File: src/rtl/rcfs_pkg.sv
`timescale 1ns / 1ps
// ----------------------------------------------------------------------------
// rcfs_pkg
// Shared widths, constants and codes of the radio-control failsafe conditioner.
// ----------------------------------------------------------------------------
package rcfs_pkg;

	localparam int RAW_BITS_DEF = 12;
	localparam int SCALE_W      = 20;
	localparam int HOLD_W       = 8;
	localparam int Q_W          = 16;
	localparam int CFG_IDX_W    = 2;
	localparam int CFG_DATA_W   = SCALE_W;

	// Result transfer: four Q2.14 channels, control bit, armed bit, padded to bytes.
	localparam int OUT_USED_W    = 4 * Q_W + 2;
	localparam int OUT_W         = ((OUT_USED_W + 7) / 8) * 8;
	localparam int OUT_CTL_BIT   = 4 * Q_W;
	localparam int OUT_ARMED_BIT = 4 * Q_W + 1;

	localparam logic [SCALE_W-1:0] THR_SCALE_RST  = SCALE_W'(65536);
	localparam logic [SCALE_W-1:0] AXIS_SCALE_RST = SCALE_W'(65536);
	localparam logic [HOLD_W-1:0]  CTL_HOLD_RST   = HOLD_W'(3);

	localparam int DECAY_CUTOFF = 500;
	localparam logic [Q_W-1:0] Q_MAX      = 16'd32767;
	localparam logic [Q_W-1:0] DEADBAND_Q = 16'd164;
	localparam logic [Q_W-1:0] ARM_HIGH_Q = 16'd12288;
	localparam logic [Q_W-1:0] ARM_LOW_Q  = 16'd1638;

	typedef enum logic [CFG_IDX_W-1:0] {
		CFG_THR_SCALE  = 2'd0,
		CFG_AXIS_SCALE = 2'd1,
		CFG_CTL_HOLD   = 2'd2
	} cfg_idx_t;

	typedef enum logic [2:0] {
		ARM_WAIT_HIGH = 3'b001,
		ARM_WAIT_LOW  = 3'b010,
		ARM_DONE      = 3'b100
	} arm_state_t;

endpackage

File: src/rtl/rc_failsafe_conditioner.sv
`timescale 1ns / 1ps
// ----------------------------------------------------------------------------
// rc_failsafe_conditioner
// Receiver channel store with failsafe decay, Q2.14 scaling, control debounce
// and an arming tracker.
// ----------------------------------------------------------------------------
// Channel   Direction  Handshake                   Contents
// s_axis    in         s_axis_tvalid/s_axis_tready frame or timeout tick
// m_axis    out        m_axis_tvalid/m_axis_tready scaled channels and status
// cfg       in         cfg_wen (no wait)           scale and hold registers
//
// A transfer is accepted every cycle unless both stages hold items and the
// result is stalled. The held-channel stage updates the held channels; the
// result register takes the four scale multipliers, the debounce counter and
// the arming tracker. A stalled result holds its register while one more item
// waits in the held-channel stage. Reset clears held channels and all control.
// ----------------------------------------------------------------------------
module rc_failsafe_conditioner #(
	parameter int RAW_BITS = rcfs_pkg::RAW_BITS_DEF,
	localparam int IN_W = ((5 * RAW_BITS + 1 + 7) / 8) * 8
) (
	input  logic                                clk,
	input  logic                                arst_n,
	input  logic                                s_axis_tvalid,
	output logic                                s_axis_tready,
	// tdata: control_raw, yaw_raw, pitch_raw, roll_raw, throttle_raw, link_active
	input  logic [IN_W-1:0]                     s_axis_tdata,
	// tuser: op
	input  logic                                s_axis_tuser,
	output logic                                m_axis_tvalid,
	input  logic                                m_axis_tready,
	// tdata: throttle_out, roll_out, pitch_out, yaw_out, control_out, armed
	output logic [rcfs_pkg::OUT_W-1:0]          m_axis_tdata,
	input  logic                                cfg_wen,
	input  logic [rcfs_pkg::CFG_IDX_W-1:0]      cfg_addr,
	input  logic [rcfs_pkg::CFG_DATA_W-1:0]     cfg_wdata
);
	import rcfs_pkg::*;

	localparam int R     = RAW_BITS;
	localparam int CMP_W = R + 10;
	localparam int PA_W  = R + SCALE_W + 1;

	function automatic logic [Q_W-1:0] sat_axis(input logic signed [PA_W-1:0] p);
		logic signed [R+4:0] sh;
		logic signed [31:0]  w;
		sh = p[PA_W-1:16];
		w  = 32'(sh);
		if (w > 32'sd32767)
			return 16'h7FFF;
		else if (w < -32'sd32768)
			return 16'h8000;
		else
			return w[Q_W-1:0];
	endfunction

	logic [SCALE_W-1:0] thr_scale_q;
	logic [SCALE_W-1:0] axis_scale_q;
	logic [HOLD_W-1:0]  ctl_hold_q;

	logic [R-1:0]        held_ctl_q;
	logic signed [R-1:0] held_yaw_q;
	logic signed [R-1:0] held_pitch_q;
	logic signed [R-1:0] held_roll_q;
	logic [R-1:0]        held_thr_q;
	logic [HOLD_W-1:0]   countdown_q;
	arm_state_t          arm_q;

	logic vld_s1;
	logic link_s1;
	logic vld_s2;
	logic [Q_W-1:0] thr_s2;
	logic [Q_W-1:0] roll_s2;
	logic [Q_W-1:0] pitch_s2;
	logic [Q_W-1:0] yaw_s2;
	logic           ctl_s2;
	logic           armed_s2;

	logic in_acc;
	logic adv_s1;

	logic [R-1:0]        in_ctl;
	logic signed [R-1:0] in_yaw;
	logic signed [R-1:0] in_pitch;
	logic signed [R-1:0] in_roll;
	logic [R-1:0]        in_thr;
	logic                in_link;

	logic signed [R-1:0] dec_yaw;
	logic signed [R-1:0] dec_pitch;
	logic signed [R-1:0] dec_roll;
	logic [R-1:0]        dec_thr;
	logic [R+6:0]        thr_x127;

	logic [R+SCALE_W-1:0] thr_prod;
	logic [31:0]          thr_wide;
	logic [Q_W-1:0]       thr_sat;
	logic [Q_W-1:0]       thr_fin;
	logic signed [PA_W-1:0] axis_k;
	logic signed [PA_W-1:0] roll_prod;
	logic signed [PA_W-1:0] pitch_prod;
	logic signed [PA_W-1:0] yaw_prod;

	logic              ctl_nx;
	logic [HOLD_W-1:0] countdown_nx;
	arm_state_t        arm_nx;

	function automatic logic signed [R-1:0] decay_axis(input logic signed [R-1:0] x);
		logic signed [R+2:0] ext;
		logic signed [R+2:0] x7;
		ext = (R+3)'(x);
		x7  = (ext <<< 3) - ext;
		return x7[R+2:3];
	endfunction

	assign in_ctl   = s_axis_tdata[R-1:0];
	assign in_yaw   = s_axis_tdata[2*R-1:R];
	assign in_pitch = s_axis_tdata[3*R-1:2*R];
	assign in_roll  = s_axis_tdata[4*R-1:3*R];
	assign in_thr   = s_axis_tdata[5*R-1:4*R];
	assign in_link  = s_axis_tdata[5*R];

	assign adv_s1        = vld_s1 && (!vld_s2 || m_axis_tready);
	assign s_axis_tready = !vld_s1 || adv_s1;
	assign in_acc        = s_axis_tvalid && s_axis_tready;

	assign dec_yaw   = decay_axis(held_yaw_q);
	assign dec_pitch = decay_axis(held_pitch_q);
	assign dec_roll  = decay_axis(held_roll_q);
	assign thr_x127  = {held_thr_q, 7'd0} - (R+7)'(held_thr_q);
	assign dec_thr   = thr_x127[R+6:7];

	always_ff @(posedge clk or negedge arst_n) begin
		if (!arst_n) begin
			thr_scale_q  <= THR_SCALE_RST;
			axis_scale_q <= AXIS_SCALE_RST;
			ctl_hold_q   <= CTL_HOLD_RST;
		end else if (cfg_wen) begin
			case (cfg_addr)
				CFG_THR_SCALE:  thr_scale_q  <= cfg_wdata;
				CFG_AXIS_SCALE: axis_scale_q <= cfg_wdata;
				CFG_CTL_HOLD:   ctl_hold_q   <= cfg_wdata[HOLD_W-1:0];
				default: begin
				end
			endcase
		end
	end

	always_ff @(posedge clk or negedge arst_n) begin
		if (!arst_n) begin
			held_ctl_q   <= '0;
			held_yaw_q   <= '0;
			held_pitch_q <= '0;
			held_roll_q  <= '0;
			held_thr_q   <= '0;
			vld_s1       <= 1'b0;
			link_s1      <= 1'b0;
		end else begin
			if (in_acc) begin
				link_s1 <= in_link;
				if (!s_axis_tuser) begin
					held_ctl_q   <= in_ctl;
					held_yaw_q   <= in_yaw;
					held_pitch_q <= in_pitch;
					held_roll_q  <= in_roll;
					held_thr_q   <= in_thr;
				end else begin
					held_yaw_q   <= dec_yaw;
					held_pitch_q <= dec_pitch;
					held_roll_q  <= dec_roll;
					held_thr_q   <= dec_thr;
					held_ctl_q   <= (CMP_W'(dec_thr) > CMP_W'(DECAY_CUTOFF)) ?
						R'(1) : '0;
				end
			end
			if (in_acc)
				vld_s1 <= 1'b1;
			else if (adv_s1)
				vld_s1 <= 1'b0;
		end
	end

	assign thr_prod = (R+SCALE_W)'(held_thr_q) * (R+SCALE_W)'(thr_scale_q);
	assign thr_wide = 32'(thr_prod[R+SCALE_W-1:16]);
	assign thr_sat  = (thr_wide > 32'(Q_MAX)) ? Q_MAX : thr_wide[Q_W-1:0];
	assign thr_fin  = (thr_sat < DEADBAND_Q) ? '0 : thr_sat;

	assign axis_k     = PA_W'($signed({1'b0, axis_scale_q}));
	assign roll_prod  = PA_W'(held_roll_q) * axis_k;
	assign pitch_prod = PA_W'(held_pitch_q) * axis_k;
	assign yaw_prod   = PA_W'(held_yaw_q) * axis_k;

	always_comb begin
		ctl_nx       = 1'b1;
		countdown_nx = countdown_q;
		if (held_ctl_q != '0)
			countdown_nx = ctl_hold_q;
		else if (countdown_q != '0)
			countdown_nx = countdown_q - HOLD_W'(1);
		else
			ctl_nx = 1'b0;
	end

	always_comb begin
		arm_nx = arm_q;
		case (arm_q)
			ARM_WAIT_HIGH: begin
				if (thr_fin >= ARM_HIGH_Q)
					arm_nx = ARM_WAIT_LOW;
			end
			ARM_WAIT_LOW: begin
				if (!link_s1)
					arm_nx = ARM_WAIT_HIGH;
				else if (thr_fin <= ARM_LOW_Q)
					arm_nx = ARM_DONE;
			end
			ARM_DONE: arm_nx = ARM_DONE;
			default: arm_nx = ARM_DONE;
		endcase
	end

	always_ff @(posedge clk or negedge arst_n) begin
		if (!arst_n) begin
			countdown_q <= '0;
			arm_q       <= ARM_WAIT_HIGH;
			vld_s2      <= 1'b0;
		end else begin
			if (adv_s1) begin
				countdown_q <= countdown_nx;
				arm_q       <= arm_nx;
				vld_s2      <= 1'b1;
			end else if (m_axis_tready) begin
				vld_s2 <= 1'b0;
			end
		end
	end

	always_ff @(posedge clk) begin
		if (adv_s1) begin
			thr_s2   <= thr_fin;
			roll_s2  <= sat_axis(roll_prod);
			pitch_s2 <= sat_axis(pitch_prod);
			yaw_s2   <= sat_axis(yaw_prod);
			ctl_s2   <= ctl_nx;
			armed_s2 <= (arm_nx == ARM_DONE);
		end
	end

	assign m_axis_tvalid = vld_s2;
	assign m_axis_tdata  = {(OUT_W - OUT_USED_W)'(0), armed_s2, ctl_s2,
		yaw_s2, pitch_s2, roll_s2, thr_s2};

endmodule

File: config.mk
export PLATFORM = sky130hd
export DESIGN_NAME = rc_failsafe_conditioner
export DESIGN_NICKNAME = d
export VERILOG_FILES = /design/src/rtl/rcfs_pkg.sv /design/src/rtl/rc_failsafe_conditioner.sv
export SDC_FILE = /design/constraint.sdc
export NUM_CORES = 2
export LEC_CHECK = 0
export ABC_CLOCK_PERIOD_IN_PS = 7700
export BUFFER_PORTS_ARGS = -buffer_cell sky130_fd_sc_hd__buf_2
export CAP_MARGIN = 20
export CORE_ASPECT_RATIO = 0.75
export CORE_MARGIN = 5
export CORE_UTILIZATION = 30
export CTS_CLUSTER_SIZE = 24
export DETAILED_ROUTE_END_ITERATION = 12
export PLACE_DENSITY_LB_ADDON = 0.3
export SLEW_MARGIN = 20
export SYNTH_ARGS = -nofsm -noshare
export SYNTH_HDL_FRONTEND = slang
export SYNTH_SLANG_ARGS = --single-unit
export TNS_END_PERCENT = 20
File: constraint.sdc
create_clock -name clk -period 7.7 [get_ports clk]
set_input_delay 1.155 -clock clk [delete_from_list [all_inputs] [get_ports clk]]
set_output_delay 1.155 -clock clk [all_outputs]
set_load 0.02 [all_outputs]
==> results.py <==
metrics = {
    "run_status": {
        "status": "finished, final reports clean",
    },
    "drt": {
        "first_pass_iters": 5,
        "dr.first_iter.drc_count": 1859,
        "remaining_drc_errors": 0,
        "via_count": 28764,
        "wl_per_cell_um": 17.6,
        "via_per_inst": 4.67,
        "drt_wl_total_mm": 109,
        "antenna_left": 0,
    },
    "worst_setup_path": {
        "cp_max_fo": 23,
        "end_kind": "flip-flop",
        "critical_path_arrival_ns": 7.56,
        "r2r_setup_slack_ns": 0.41,
        "crit_path_max_incr_delay_ns": 1.01,
        "cp.required_ns": 7.97,
        "slowest_stage": "dfrtp_1",
        "crit_top_cell": "fa_1",
        "start_kind": "flip-flop",
        "worstSetupPathType": "flip-flop to flip-flop",
        "crit_path_cell_trace": "nand2_1 -> fa_1 -> fa_1 -> inv_1 -> fa_1 -> fa_1 -> inv_1 -> fa_1 -> inv_1 -> ha_1 -> and4_4 -> and3_4 -> and3_1 -> a22o_1 -> o32ai_2 -> mux2i_1 -> nand4bb_1 -> o22ai_1 -> a31oi_1 -> o21ai_0",
    },
    "clocking": {
        "worstSkewPairLatency_ns": 0.55,
        "cts_buffer_depth": 2,
        "cts_buffers": 17,
        "htreeDepth": 4,
        "hold_buffers": 0,
        "clock-sinks": 188,
        "cts_tree": "yes",
        "post_cts_buffers": 0,
        "path_clk_slew_ns": 0.09,
        "clockRootBuffer": "clkbuf_16",
    },
    "cells_and_area": {
        "fill_cells": 13630,
        "area_growth_pct": 8.36,
        "final_cell_mix": "871 x inv_1, 772 x nand2_1, 716 x fa_1",
        "final_common_cell": "inv_1",
        "multi_input_area_sq_mm": 0.0299,
        "sequential_cell_area_sq_mm": 0.00504,
        "nets": 5580,
        "drive_gt1_share_pct": 8.20,
    },
    "logic_synthesis": {
        "ys_warn_count": 0,
        "postSynth.topFlopCell": "dfrtp_1",
        "syn_area_sq_mm": 0.0392,
        "synth_edf_count": 66,
        "synth_cells": 4383,
        "synthArstFlopShare_pct": 64.9,
        "ys_types": 93,
        "avgSynthCellArea_sq_um": 8.94,
        "ys_ff_latch": 188,
        "ys_seq_area_share_pct": 12.9,
    },
    "timing": {
        "rsz0062_at_grt": "no",
        "worst_slack_ns": 0.413,
        "setup_viol": 0,
        "fin_skew_ns": 0.0208,
        "max-slew-margin-rel_pct": 33.4,
        "finalHoldViolCount": 0,
        "timing.setup.tns_ns": 0,
        "drv_slew": 0,
        "min_period_ns": 7.29,
        "period_share_pct": 94.6,
        "fmax_mhz": 137,
        "tightest_slew_ns": 0.999,
    },
    "global_routing": {
        "grt_antenna_before_repair": 3,
        "grt_pass1_wl_mm": 176,
        "grt_pass1_vias": 30163,
        "grt_max_degree": 75,
        "track_usage_pct": 16.4,
        "globalRouteOverflowTotal": 0,
    },
    "floorplanning": {
        "dieArea_sq_mm": 0.138,
        "fp.dieW_um": 427,
        "start_util_pct": 30.3,
        "fp.dieH_um": 323,
        "ios": 166,
        "fp-row-count": 114,
        "core_sq_mm": 0.129,
    },
    "run": {
        "cap_violations": 0,
    },
    "place": {
        "gp_congestion": 0.816,
        "numPortBuffers": 156,
        "place_ws_ns": 0.460,
        "dpl.hpwl_mm": 85.7,
    },
    "worst_hold_path": {
        "min_path_type": "flip-flop to flip-flop",
    },
}
flip-flops by register name (all words and copies together) (netlist names):
signal and cells:
vld_s1 1, axis_scale_q 20, pitch_s2 16, roll_s2 16, held_thr_q 12, held_yaw_q 12
thr_scale_q 20, held_pitch_q 12, m_axis_tvalid 1, link_s1 1, held_ctl_q 12, ctl_hold_q 8
thr_s2 16, held_roll_q 12, countdown_q 8, arm_q 3, yaw_s2 16, armed_s2 1
ctl_s2 1
metrics by stage:
stage | instances | hold slack [ns] | area (sq um) | util [%]
2_1_floorplan | 4389 | 0.450 | 39200 | -
3_3_place_gp | 6121 | 0.468 | 41800 | 32.4
3_5_place_dp | 6121 | 0.477 | 41800 | 32.4
4_1_cts | 6153 | 0.497 | 42400 | 32.8
5_1_grt | 6154 | 0.524 | 42400 | 32.8
6_report | 6157 | 0.494 | 42400 | 32.8
worst max-delay path, delay by kind of cell, from the launching register on:
family | cells | cell delay, ns
mux | 1 | 0.59
simple gates | 5 | 1.06
fa+ha+maj | 6 | 2.85
buf+inv | 3 | 0.15
flops | 1 | 1.01
compound gates | 5 | 1.33
cell type report:
class	count	area share, %
diodes	4	0.0236
clock buffers	20	1.08
clock inverters	12	0.327
inverters	873	7.73
multi-input cells	3078	70.4
flip-flops and latches	188	11.9
well taps	1740	5.13
repair buffers	242	3.43
path summary, 6_finish.rpt:
| check | startpoint | end | cells after the start |
|---|---|---|---|
| setup / recovery | held_thr_q[3] | armed_s2 | 20 |
| hold / removal | held_ctl_q[3] | held_ctl_q[3] | 2 |
| setup reg to reg | held_thr_q[3] | armed_s2 | 20 |
| hold reg to reg | held_ctl_q[3] | held_ctl_q[3] | 2 |
| max in group asynchronous | arst_n | axis_scale_q[7] | 2 |
| min in group asynchronous | arst_n | held_yaw_q[3] | 1 |
repair_timing:
item                                    4_1_cts  5_1_grt
gates resized for setup                       0        3
endpoints found under the hold margin         0        0
endpoints found under the setup margin        0       14
cell usage after synthesis (5+ instances only):
| cell type | n | area share, % |
|---|---|---|
| a211oi_1 | 11 | 0.21 |
| a21o_1 | 42 | 0.80 |
| a21oi_1 | 125 | 1.6 |
| a22oi_1 | 7 | 0.13 |
| a31oi_1 | 17 | 0.27 |
| and2_1 | 258 | 4.1 |
| and3_1 | 18 | 0.29 |
| and4_1 | 6 | 0.13 |
| buf_1 | 19 | 0.18 |
| buf_2 | 5 | 0.064 |
| buf_4 | 11 | 0.21 |
| clkbuf_1 | 211 | 2.0 |
| dfrtp_1 | 117 | 7.5 |
| dfstp_2 | 5 | 0.34 |
| edfxtp_1 | 66 | 5.1 |
| fa_1 | 716 | 37 |
| ha_1 | 372 | 12 |
| inv_1 | 873 | 8.4 |
| mux2_2 | 50 | 1.4 |
| mux2i_1 | 24 | 0.61 |
| nand2_1 | 773 | 7.4 |
| nand2b_1 | 66 | 1.1 |
| nand3_1 | 29 | 0.37 |
| nand3b_1 | 6 | 0.11 |
| nand4_1 | 6 | 0.096 |
| nor2_1 | 104 | 1.0 |
| nor2b_1 | 13 | 0.21 |
| nor3_1 | 41 | 0.52 |
| nor3b_1 | 5 | 0.096 |
| nor4_1 | 7 | 0.11 |
| nor4b_1 | 6 | 0.13 |
| o211ai_1 | 10 | 0.19 |
| o21a_1 | 38 | 0.73 |
| o21ai_0 | 106 | 1.4 |
| o21ai_1 | 14 | 0.18 |
| o21bai_1 | 16 | 0.31 |
| o31ai_1 | 6 | 0.11 |
| or3_1 | 13 | 0.21 |
| xnor2_1 | 54 | 1.2 |
| xor2_1 | 30 | 0.67 |
per-layer routing:
metal / routed length [um] / vias up / track usage [%]
met1: 52100 / 14635 / 23.6
met5: 0 / - / 0
li1: - / 13414 / -
met2: 47800 / 611 / 25.2
met3: 5410 / 104 / 2.75
met4: 3310 / 0 / 5.22
kinds of logic (layout without fill, tap and decap cells):
family	count (synthesis)	count (layout)	synth area share (%)
simple gates	1383	1383	16.6
buf+inv	1123	1147	11.0
fa+ha+maj	1088	1088	48.5
compound gates	441	441	7.15
flops	188	188	12.9
xor+xnor	84	84	1.88
mux	75	75	2.09
other cells	1	11	0.00957
Power is left out: the tool's default activity adds up to more than one toggle a clock period on the data nets, which glitch-free logic cannot reach.
